### src/vcfd_pkg.sv
// Shared types, constants and the CRC-16/MODBUS byte step for the velocity
// command frame decoder. No dependencies.
package vcfd_pkg;

	// Frame layout
	localparam int unsigned FRAME_BYTES = 16;
	localparam int unsigned IDX_W       = $clog2(FRAME_BYTES);
	localparam int unsigned POS_W       = IDX_W + 1;
	localparam logic [POS_W-1:0] POS_IDLE = POS_W'(FRAME_BYTES);

	localparam logic [IDX_W-1:0] POS_START_ONE = IDX_W'(0);
	localparam logic [IDX_W-1:0] POS_START_TWO = IDX_W'(1);
	localparam logic [IDX_W-1:0] POS_TYPE      = IDX_W'(2);
	localparam logic [IDX_W-1:0] POS_LENGTH    = IDX_W'(3);
	localparam logic [IDX_W-1:0] POS_MODE      = IDX_W'(12);
	localparam logic [IDX_W-1:0] POS_SEQ       = IDX_W'(13);
	localparam logic [IDX_W-1:0] POS_CRC_LO    = IDX_W'(14);
	localparam logic [IDX_W-1:0] POS_CRC_HI    = IDX_W'(15);
	localparam logic [IDX_W-1:0] POS_CRC_FIRST = POS_TYPE;
	localparam logic [IDX_W-1:0] POS_CRC_LAST  = POS_SEQ;

	localparam logic [7:0]  LEN_VALUE = 8'd10;
	localparam logic [15:0] CRC_INIT  = 16'hFFFF;
	localparam logic [15:0] CRC_POLY  = 16'hA001;

	// Running counters
	localparam int unsigned CNT_W = 32;

	// Configuration register indexes
	localparam int unsigned CFG_IDX_W = 2;
	localparam logic [CFG_IDX_W-1:0] CFG_START_ONE = CFG_IDX_W'(0);
	localparam logic [CFG_IDX_W-1:0] CFG_START_TWO = CFG_IDX_W'(1);
	localparam logic [CFG_IDX_W-1:0] CFG_CMD_TYPE  = CFG_IDX_W'(2);

	localparam logic [7:0] RST_START_ONE = 8'hAA;
	localparam logic [7:0] RST_START_TWO = 8'h55;
	localparam logic [7:0] RST_CMD_TYPE  = 8'h01;

	typedef enum logic [2:0] {
		STAT_OK    = 3'd0,
		STAT_SHORT = 3'd1,
		STAT_HDR   = 3'd2,
		STAT_LEN   = 3'd3,
		STAT_CRC   = 3'd4
	} status_t;

	typedef enum logic [1:0] {
		FAULT_NONE = 2'd0,
		FAULT_HDR  = 2'd1,
		FAULT_LEN  = 2'd2
	} fault_t;

	typedef struct packed {
		logic [7:0] start_one;
		logic [7:0] start_two;
		logic [7:0] cmd_type;
	} cfg_t;

	typedef struct packed {
		logic             valid;
		status_t          status;
		logic [31:0]      linear;
		logic [31:0]      angular;
		logic [7:0]       mode;
		logic [7:0]       seq;
		logic [CNT_W-1:0] crc_errors;
		logic [CNT_W-1:0] good_frames;
	} result_t;

	// One byte of CRC-16/MODBUS, reflected, LSB first
	function automatic logic [15:0] crc16_byte(input logic [15:0] crc, input logic [7:0] b);
		logic [15:0] c;
		c = crc ^ {8'h00, b};
		for (int k = 0; k < 8; k++) begin
			c = c[0] ? ((c >> 1) ^ CRC_POLY) : (c >> 1);
		end
		return c;
	endfunction

endpackage

### src/vcfd_cfg_regs.sv
// Configuration registers of the frame decoder: expected start bytes and type.
// Depends on vcfd_pkg.
module vcfd_cfg_regs (
	input  logic                           clk,
	input  logic                           arst_n,
	input  logic                           cfg_valid,
	output logic                           cfg_ready,
	input  logic [vcfd_pkg::CFG_IDX_W-1:0] cfg_index,
	input  logic [7:0]                     cfg_data,
	output vcfd_pkg::cfg_t                 cfg
);

	vcfd_pkg::cfg_t cfg_q;

	// Writes are always taken; unknown indexes are dropped
	assign cfg_ready = 1'b1;
	assign cfg       = cfg_q;

	always_ff @(posedge clk or negedge arst_n) begin
		if (!arst_n) begin
			cfg_q.start_one <= vcfd_pkg::RST_START_ONE;
			cfg_q.start_two <= vcfd_pkg::RST_START_TWO;
			cfg_q.cmd_type  <= vcfd_pkg::RST_CMD_TYPE;
		end else if (cfg_valid) begin
			unique case (cfg_index)
				vcfd_pkg::CFG_START_ONE: cfg_q.start_one <= cfg_data;
				vcfd_pkg::CFG_START_TWO: cfg_q.start_two <= cfg_data;
				vcfd_pkg::CFG_CMD_TYPE:  cfg_q.cmd_type  <= cfg_data;
				default: ;
			endcase
		end
	end

endmodule

### src/vcfd_parser.sv
// Frame parser: byte position, header checks, CRC, field capture and counters.
// Produces at most one result per byte step. Depends on vcfd_pkg.
module vcfd_parser (
	input  logic                clk,
	input  logic                arst_n,
	input  logic                step,
	input  logic [7:0]          byte_in,
	input  logic                start_in,
	input  logic                last_in,
	input  vcfd_pkg::cfg_t      cfg,
	output vcfd_pkg::result_t   res
);

	logic [vcfd_pkg::POS_W-1:0] pos_q, pos_d, pos_base;
	logic [15:0]                crc_q, crc_d, crc_base;
	vcfd_pkg::fault_t           fault_q, fault_d, fault_base;
	logic [31:0]                linear_q, linear_d;
	logic [31:0]                angular_q, angular_d;
	logic [7:0]                 mode_q, mode_d;
	logic [7:0]                 seq_q, seq_d;
	logic [7:0]                 crc_lo_q, crc_lo_d;
	logic [vcfd_pkg::CNT_W-1:0] crc_err_q, crc_err_d;
	logic [vcfd_pkg::CNT_W-1:0] good_q, good_d;
	logic                       active;
	logic [vcfd_pkg::IDX_W-1:0] p;
	logic [15:0]                rx_crc;

	// A start flag restarts the frame before this byte is looked at
	always_comb begin
		pos_base   = start_in ? '0 : pos_q;
		crc_base   = start_in ? vcfd_pkg::CRC_INIT : crc_q;
		fault_base = start_in ? vcfd_pkg::FAULT_NONE : fault_q;
		active     = !pos_base[vcfd_pkg::POS_W-1];
		p          = pos_base[vcfd_pkg::IDX_W-1:0];
		rx_crc     = {byte_in, crc_lo_q};
	end

	// Next state and result
	always_comb begin
		pos_d     = pos_q;
		crc_d     = crc_q;
		fault_d   = fault_q;
		linear_d  = linear_q;
		angular_d = angular_q;
		mode_d    = mode_q;
		seq_d     = seq_q;
		crc_lo_d  = crc_lo_q;
		crc_err_d = crc_err_q;
		good_d    = good_q;

		res             = '0;
		res.status      = vcfd_pkg::STAT_OK;
		res.crc_errors  = crc_err_q;
		res.good_frames = good_q;

		if (step) begin
			pos_d   = pos_base;
			crc_d   = crc_base;
			fault_d = fault_base;
			if (active) begin
				if (p >= vcfd_pkg::POS_CRC_FIRST && p <= vcfd_pkg::POS_CRC_LAST) begin
					crc_d = vcfd_pkg::crc16_byte(crc_base, byte_in);
				end

				// Header checks and field capture by position
				unique case (p)
					vcfd_pkg::POS_START_ONE: begin
						if (byte_in != cfg.start_one) fault_d = vcfd_pkg::FAULT_HDR;
					end
					vcfd_pkg::POS_START_TWO: begin
						if (byte_in != cfg.start_two) fault_d = vcfd_pkg::FAULT_HDR;
					end
					vcfd_pkg::POS_TYPE: begin
						if (byte_in != cfg.cmd_type) fault_d = vcfd_pkg::FAULT_HDR;
					end
					vcfd_pkg::POS_LENGTH: begin
						if (byte_in != vcfd_pkg::LEN_VALUE && fault_base == vcfd_pkg::FAULT_NONE)
							fault_d = vcfd_pkg::FAULT_LEN;
					end
					4'd4, 4'd5, 4'd6, 4'd7: begin
						linear_d[{p[1:0], 3'b000} +: 8] = byte_in;
					end
					4'd8, 4'd9, 4'd10, 4'd11: begin
						angular_d[{p[1:0], 3'b000} +: 8] = byte_in;
					end
					vcfd_pkg::POS_MODE:   mode_d   = byte_in;
					vcfd_pkg::POS_SEQ:    seq_d    = byte_in;
					vcfd_pkg::POS_CRC_LO: crc_lo_d = byte_in;
					vcfd_pkg::POS_CRC_HI: ;
					default: ;
				endcase

				if (p == vcfd_pkg::POS_CRC_HI) begin
					// Last byte: judge the frame
					pos_d     = vcfd_pkg::POS_IDLE;
					res.valid = 1'b1;
					priority if (fault_base == vcfd_pkg::FAULT_HDR) begin
						res.status = vcfd_pkg::STAT_HDR;
					end else if (fault_base != vcfd_pkg::FAULT_NONE) begin
						res.status = vcfd_pkg::STAT_LEN;
					end else if (rx_crc != crc_base) begin
						crc_err_d  = crc_err_q + 1'b1;
						res.status = vcfd_pkg::STAT_CRC;
					end else begin
						good_d      = good_q + 1'b1;
						res.status  = vcfd_pkg::STAT_OK;
						res.linear  = linear_q;
						res.angular = angular_q;
						res.mode    = mode_q;
						res.seq     = seq_q;
					end
				end else begin
					pos_d = pos_base + 1'b1;
					if (last_in) begin
						// Frame ended early
						pos_d      = vcfd_pkg::POS_IDLE;
						res.valid  = 1'b1;
						res.status = vcfd_pkg::STAT_SHORT;
					end
				end
			end
			res.crc_errors  = crc_err_d;
			res.good_frames = good_d;
		end
	end

	always_ff @(posedge clk or negedge arst_n) begin
		if (!arst_n) begin
			pos_q     <= vcfd_pkg::POS_IDLE;
			crc_q     <= vcfd_pkg::CRC_INIT;
			fault_q   <= vcfd_pkg::FAULT_NONE;
			linear_q  <= '0;
			angular_q <= '0;
			mode_q    <= '0;
			seq_q     <= '0;
			crc_lo_q  <= '0;
			crc_err_q <= '0;
			good_q    <= '0;
		end else begin
			pos_q     <= pos_d;
			crc_q     <= crc_d;
			fault_q   <= fault_d;
			linear_q  <= linear_d;
			angular_q <= angular_d;
			mode_q    <= mode_d;
			seq_q     <= seq_d;
			crc_lo_q  <= crc_lo_d;
			crc_err_q <= crc_err_d;
			good_q    <= good_d;
		end
	end

`ifndef SYNTHESIS
	// Position never goes past idle
	a_pos_range: assert property (@(posedge clk) disable iff (!arst_n)
		pos_q <= vcfd_pkg::POS_IDLE)
		else $error("byte position out of range");

	// Error and good counts never move together
	a_count_excl: assert property (@(posedge clk) disable iff (!arst_n)
		!((crc_err_q != $past(crc_err_q)) && (good_q != $past(good_q))))
		else $error("both counters moved at once");

	// Good count only steps by one, and only with an ok result
	a_good_step: assert property (@(posedge clk) disable iff (!arst_n)
		(good_d != good_q) |-> (res.valid && res.status == vcfd_pkg::STAT_OK
			&& good_d == good_q + 1'b1))
		else $error("good frame count stepped without an ok result");
`endif

endmodule

### src/velocity_command_frame_decoder.sv
// Velocity command frame decoder, top level: input register, parser, result register.
// Depends on vcfd_pkg, vcfd_cfg_regs and vcfd_parser.
//
// Usage:
//   Frame bytes enter on the s_ stream, one word per byte: s_tdata is the byte,
//   s_tuser flags byte 0 of a new frame (restarts parsing), s_tlast marks the
//   last byte the sender supplies. One result word per 16-byte frame, or per
//   frame cut short by s_tlast, leaves on the m_ stream; bytes past the 16th
//   and bytes outside a frame are dropped.
//   The cfg_ channel writes the two start bytes and the command type; write
//   only while no frame is in flight.
// Timing:
//   A byte is registered at acceptance and judged from the input register once the
//   result register is free; the result of a frame is then registered in the result
//   register, which drives m_tvalid until the result is taken.
//   One byte per cycle is sustained unless a result stalls: the CRC step, header checks
//   and field capture are a single byte-wide pass between the input and result registers.
// Reset empties the input and result registers, clears the parser state, restores
// the register defaults (AA, 55, 01) and zeroes the counters. When the receiver
// stalls a pending result, one more byte is held in the input register and s_tready drops.
module velocity_command_frame_decoder (
	input  logic                           clk,
	input  logic                           arst_n,
	// input stream
	input  logic                           s_tvalid,
	output logic                           s_tready,
	input  logic [7:0]                     s_tdata,   // [7:0] frame_byte
	input  logic                           s_tuser,   // [0] frame_start
	input  logic                           s_tlast,   // frame_end
	// result stream
	output logic                           m_tvalid,
	input  logic                           m_tready,
	output logic [143:0]                   m_tdata,   // [31:0] linear_bits, [63:32] angular_bits,
	                                                  // [71:64] mode, [79:72] sequence_res,
	                                                  // [111:80] crc_errors, [143:112] good_frames
	output logic [2:0]                     m_tuser,   // [2:0] status
	// configuration writes
	input  logic                           cfg_valid,
	output logic                           cfg_ready,
	input  logic [vcfd_pkg::CFG_IDX_W-1:0] cfg_index,
	input  logic [7:0]                     cfg_data
);

	vcfd_pkg::cfg_t    cfg;
	vcfd_pkg::result_t res;
	vcfd_pkg::result_t res_s2;

	logic       valid_s1;
	logic [7:0] byte_s1;
	logic       start_s1;
	logic       last_s1;
	logic       m_valid_s2;
	logic       advance;
	logic       step;

	vcfd_cfg_regs u_cfg (
		.clk       (clk),
		.arst_n    (arst_n),
		.cfg_valid (cfg_valid),
		.cfg_ready (cfg_ready),
		.cfg_index (cfg_index),
		.cfg_data  (cfg_data),
		.cfg       (cfg)
	);

	// Flow control: the held byte moves on when the result register is free
	assign advance  = !m_valid_s2 || m_tready;
	assign step     = valid_s1 && advance;
	assign s_tready = !valid_s1 || advance;

	// Input register
	always_ff @(posedge clk or negedge arst_n) begin
		if (!arst_n) begin
			valid_s1 <= 1'b0;
		end else if (s_tready) begin
			valid_s1 <= s_tvalid;
		end
	end

	always_ff @(posedge clk) begin
		if (s_tvalid && s_tready) begin
			byte_s1  <= s_tdata;
			start_s1 <= s_tuser;
			last_s1  <= s_tlast;
		end
	end

	vcfd_parser u_parser (
		.clk      (clk),
		.arst_n   (arst_n),
		.step     (step),
		.byte_in  (byte_s1),
		.start_in (start_s1),
		.last_in  (last_s1),
		.cfg      (cfg),
		.res      (res)
	);

	// Result register
	always_ff @(posedge clk or negedge arst_n) begin
		if (!arst_n) begin
			m_valid_s2 <= 1'b0;
		end else if (advance) begin
			m_valid_s2 <= res.valid;
		end
	end

	always_ff @(posedge clk) begin
		if (advance && res.valid) begin
			res_s2 <= res;
		end
	end

	assign m_tvalid = m_valid_s2;
	assign m_tuser  = res_s2.status;
	assign m_tdata  = {res_s2.good_frames, res_s2.crc_errors, res_s2.seq, res_s2.mode,
		res_s2.angular, res_s2.linear};

`ifndef SYNTHESIS
	// A byte blocked by a pending result stays put
	a_s1_hold: assert property (@(posedge clk) disable iff (!arst_n)
		(valid_s1 && !advance) |=> (valid_s1 && $stable(byte_s1) && $stable(last_s1)))
		else $error("input register lost a byte under stall");

	// The input side only stalls behind a full, stalled result register
	a_stall_cause: assert property (@(posedge clk) disable iff (!arst_n)
		!s_tready |-> (valid_s1 && m_valid_s2 && !m_tready))
		else $error("input stalled without a stalled result");

	// A new result always comes from a byte that was held in the input register
	a_result_src: assert property (@(posedge clk) disable iff (!arst_n)
		$rose(m_valid_s2) |-> $past(valid_s1))
		else $error("result appeared without a byte step");
`endif

endmodule
### config.mk
export PLATFORM = sky130hd
export DESIGN_NAME = velocity_command_frame_decoder
export DESIGN_NICKNAME = d
export VERILOG_FILES = /design/src/vcfd_pkg.sv /design/src/vcfd_cfg_regs.sv /design/src/vcfd_parser.sv /design/src/velocity_command_frame_decoder.sv
export SDC_FILE = /design/constraint.sdc
export NUM_CORES = 1
export LEC_CHECK = 0
export ABC_CLOCK_PERIOD_IN_PS = 9200
export BUFFER_PORTS_ARGS = -buffer_cell sky130_fd_sc_hd__buf_2
export CAP_MARGIN = 15
export CORE_MARGIN = 3
export CORE_UTILIZATION = 53
export CTS_CLUSTER_SIZE = 40
export DETAILED_ROUTE_END_ITERATION = 16
export PLACE_DENSITY = 0.76
export RECOVER_POWER = 100
export SETUP_SLACK_MARGIN = 0.1
export SLEW_MARGIN = 40
export SYNTH_ARGS = -nofsm -noshare
export SYNTH_HDL_FRONTEND = slang
export SYNTH_SLANG_ARGS = --single-unit
### constraint.sdc
create_clock -name clk -period 9.2 [get_ports clk]
set_clock_uncertainty 0.2 [all_clocks]
set_input_delay 1.84 -clock clk [delete_from_list [all_inputs] [get_ports clk]]
set_output_delay 1.84 -clock clk [all_outputs]
set_load 0.1 [all_outputs]
Word-level counts from Yosys, hierarchy flattened. Index checks and enable logic that the tools add are counted.

Multiplexer cells: 45. Equal/unequal tests: 23. Bitwise gates (word level): 12. Shift operators: 2. Order comparisons: 2. Reduce and logical (&&, ||, !) cells: 25. $add $sub $neg: 4.

Operator list (number): 32-bit two-way mux (10); 80-bit two-way mux (4); 16-bit two-way mux (11); 148-bit two-way mux (1); 84-bit two-way mux (1); 32-bit by 1-bit adder with 32-bit output (second input constant) (2); 32-bit bitwise mux (2); 4-bit == test (second input constant) (8); 8-bit by 7-bit variable shift with 32-bit output (first input constant) (1); 8-bit by 7-bit indexed part select with 32-bit output (1); 8-bit != test (3); 2-bit NOT with 3-bit output (8); 5-bit two-way mux (4); 4-bit by 3-bit == test with 1-bit output (second input constant) (4); 16-bit != test (1); 16-bit by 8-bit XOR with 16-bit output (1); 3-bit AND reduction (5); 2-bit two-way mux (6); 3-bit two-way mux (3); 4-bit by 2-bit == test with 1-bit output (second input constant) (2); 4-bit two-way mux (2); 8-bit by 4-bit != test with 1-bit output (second input constant) (1); 2-bit one-hot mux with 4 select lines (1); 4-bit OR reduction (2); 17 further kinds (29).

Register bits: 358. Output and inout port bits: 150. Input port bits: 25. Logic and storage cells: 138.

Longest topological paths before layout.
Word-level depth: 20. Gate-level depth with buffers: 16. Depth with buffers taken out: 11.

Cells and area by module. A second synthesis with hierarchy kept.

Cells, all modules: 1198. Area, all modules: 15262.1 µm².

By module, submodules not included: vcfd_parser (area an instance 9502.9 µm², times used 1, cells each 979, seq. area each 4400.5 µm²); velocity_command_frame_decoder (area an instance 4824.6 µm², times used 1, cells each 166, seq. area each 4764.6 µm²); vcfd_cfg_regs (area an instance 934.6 µm², times used 1, cells each 53, seq. area each 611.8 µm²).

Worst setup path after synthesis. No wires, ideal clock.

Path kind: input -> register. Start point: input port m_tready. End point: register m_valid_s2 (netlist: m_tvalid). Stages: 6. Path slack: -274 ps. Data arrival time: 9170 ps. Required time: 8896 ps. Path buffers: 1. Library setup time: 104 ps. Path through: nor2b_1 nor2_1 nand2_1 clkbuf_1 nor2_1 or2_2.

Cells in the longest elaborated chain, start to end: 3.

RTL lines: from (decl) (line velocity_command_frame_decoder.sv:32) `input logic m_tready,`; 1-bit logical OR (*) (line velocity_command_frame_decoder.sv:67) `assign advance = !m_valid_s2 || m_tready;`; 1-bit logical AND (line velocity_command_frame_decoder.sv:68) `assign step = valid_s1 && advance;`; 148-bit two-way mux (line vcfd_parser.sv:56) `if (step) begin`; to (signal assigned) (line velocity_command_frame_decoder.sv:104) `m_valid_s2 <= res.valid;`; to (decl) (line velocity_command_frame_decoder.sv:52) `logic m_valid_s2;`.

Every way passes the cells marked *; elsewhere a longest branch is shown, timed or not. A chain may end at the register's enable or synchronous reset.

==> results.md <==
* Cts hold-fix bufs at 0
* DRC viols at 0
* First-pass GRT wire length at around 50,000 microns
* MaxCap Viol Count at 4
* Ports at between 150 and 200
* Unique masters post-synth at 58
* Most common cell in the synthesized netlist: dfrtp_1
* Fill count at 2,188
* Headroom to the max-slew limit at -1.04
* Diode count at 0
* Starting density of the core at 0.542
* Clock Tree Root: clkbuf_16
* Final setup viols at 0
* Hpwl dp at between 20,000 and 25,000 microns
* Register area at 0.00978 sq mm
* Layout Area Growth over Synthesis at 14.3%
* Worst setup EP type: flip-flop
* Worst-path cell chain: clkbuf_1 -> nor2b_1 -> ha_1 -> nand4b_1 -> or4b_1 -> or3_1 -> nor4_1 -> nand3_1 -> xnor2_1
* Area leader, netlist: edfxtp_1
* Commonest cells post-synth: dfrtp_1, edfxtp_1, and2_1
* Clk buf depth at 3
* Clk_lat worst skew at 520 ps
* Gr usage total at 0.204
* CP Max Fanout at 48
* GR Overflow Total at 0
* Ys flop type: dfrtp_1
* Final ANT Viol Nets at 0
* Num CTS Buffers at 37
* Status: finished with violations
* Drt first pass iters at 4
* Placed Cells at 1,623
* Multi-input logic area at 0.00502 sq mm
* Die Span X at between 150 and 200 microns
* Slowest Stage Delay on Critical Path at 1280 ps
* Number of H-tree levels at 2
* Detailed-route via count at slightly above 9,000
* CTS tree: done
* Yosys synthesis warning count at 0
* Post-CTS setup buffer count at 0
* DRT iter0 DRCs at 603
* Clock Sinks at approximately 360
* Layout Cells excl Fill at 1,691
* Critical path startpoint category: flip-flop
* Clock slew at reported path FFs at 60 ps
* Worst Slack Setup Final at around 3300 ps
* Largest cells by area after synthesis: edfxtp_1, dfrtp_1, mux2_2
* Final min period at slightly below 6000 ps
* Fraction of registers with async set/reset at 0.561
* WL final at 31,300 microns
* Syn nets at 1,146
* Achievable frequency at around 170 MHz
* Post-Syn Area at ~0.015 sq mm
* CP Data Required Time at 9240 ps
* Max Slew Vio Count at roughly 170
* Core Area at 0.0280 sq mm
* Number of global-route vias before repair at 9,365
* Net count, final at 1,319
* Number of synthesized flops with an enable pin at between 150 and 200
* Pin count of the biggest net entering global routing at 110
* Routed WL per cell at 18.5 microns
* Yosys top cell area share at 0.310
* PwrDens at 232 mW/mm^2
* Gpl congestion at about 0.86
* Die ar. at 0.0307 sq mm
* Hold Crit Class: flip-flop to flip-flop
* Post_cts resized at 0
* Period utilization at 0.641
* Peak VDD IR at 0.172 mV
* Post-place setup slack at around 4100 ps
* Setup CP Type: flip-flop to flip-flop
* Vias per std cell at roughly 5.4
* Fin. Hold Viols at 0
* WHS at 261 ps
* Sequential share of the synthesized area at 0.643
* Syn_area_per_cell at 13.7 sq um
* Rows at 61
* CP max-delay cell: nor4_1
* IO buf count at approximately 170
* Synthesis-stage register bit count at between 300 and 400
* Die height at 175 microns
* Lkg Pwr at between 7 and 8 nW
* Cells after Synth at about 1,100
* Worst Max-Slew Pin Slew at 3070 ps
* Initial antenna violation count at 0
* CP arrival at 5940 ps
* RSZ-0062 raised after global routing: no
* Layout cells sized above 1 at 0.175
* Setup TNS at 0 ps
* Failing checks: capacitance limit, slew limit
-- power by group --
part	switching, W	internal [W]
clock	0.000587	0.000896
combinational	0.000507	0.000166
sequential	0.0000833	0.00179
-- path summary, 6_finish.rpt --
check                      cells after the start  slack (ps)                          startpoint                            endpoint
setup / recovery                               9        3300                  start_s1$_DFFE_PP_              m_tdata[124]$_DFFE_PP_
hold / removal                                 1         260  u_parser.crc_err_q[31]$_DFFE_PN0P_  u_parser.crc_err_q[31]$_DFFE_PN0P_
setup reg to reg                               9        3300                  start_s1$_DFFE_PP_              m_tdata[124]$_DFFE_PP_
hold reg to reg                                1         260  u_parser.crc_err_q[31]$_DFFE_PN0P_  u_parser.crc_err_q[31]$_DFFE_PN0P_
max in group asynchronous                      2        4240                              arst_n  u_parser.angular_q[29]$_DFFE_PN0P_
min in group asynchronous                      1        1150                              arst_n     u_parser.good_q[17]$_DFFE_PN0P_
-- flip-flops by register name, indices dropped and copies added (netlist names), 2 cells and up --
register and cells:
u_cfg.cfg 24, u_parser.crc_lo_q 8, u_parser.crc_q 16, u_parser.angular_q 32
m_tdata 144, u_parser.fault_q 2, byte_s1 8, u_parser.seq_q 8
u_parser.crc_err_q 32, u_parser.linear_q 32, m_tuser 3, u_parser.pos_q 5
u_parser.good_q 32, u_parser.mode_q 8
-- layer usage --
layer | up-vias | track usage | share of wire
li1 | 4289 | - | -
met1 | 4538 | 0.286 | 0.44
met2 | 266 | 0.327 | 0.48
met3 | 70 | 0.0372 | 0.053
met4 | 0 | 0.0668 | 0.027
met5 | - | 0 | 0
-- through the flow --
step	power [W]	utilization	area, sq um
final	0.00403	0.620	17400
after global routing	0.00417	0.620	17400
after CTS	0.00407	0.632	17700
after detailed placement	0.00259	0.588	16500
after global placement	0.00257	0.584	16400
after floorplan	0.00245	-	15200
-- cell type report --
| class | count | area share |
|---|---|---|
| multi-input combinational | 690 | 0.289 |
| sequential | 358 | 0.563 |
| timing repair buffer | 189 | 0.0481 |
| tap | 378 | 0.0272 |
| clock buffer | 56 | 0.0621 |
| inverter | 10 | 0.00216 |
| clock inverter | 10 | 0.00814 |
-- worst max-delay path, delay by kind of cell, from the launching register on --
family,cells,cell delay [ps]
xor+xnor,1,230
fa+ha+maj,1,480
buf+inv,1,760
flops,1,360
simple gates,6,3590
-- cell families after synthesis --
kind of cell	count (synthesis)	share of synthesized area
and+or+nand+nor	377	0.147
DFF	358	0.643
xor gates and xnor gates	126	0.0735
muxes	114	0.0845
buffers and inverters	65	0.0199
AOI/OAI and AO/OA	64	0.0245
adders and majority gates	8	0.00659
other	1	0.000247
-- cell usage in the layout, fill, tap and decap left out, types with 6 or more instances in the layout --
cell       instances
buf_2             21
clkbuf_16         38
nand3_1           25
nor3_1            28
and3_1            14
dfrtp_1          175
clkbuf_8           6
edfxtp_1         157
ha_1               8
and2_1            69
inv_1              9
a21oi_1           30
nor4_1            19
nor4bb_1           6
nand4_1           30
mux2_2           111
xor2_1            42
o21ai_0           12
and2_0            47
dfstp_2           26
xnor2_1           83
o22ai_1           10
nand2_1           47
nor2_1            52
clkbuf_1         169
Note: power is estimated with default switching activity, not from simulation.
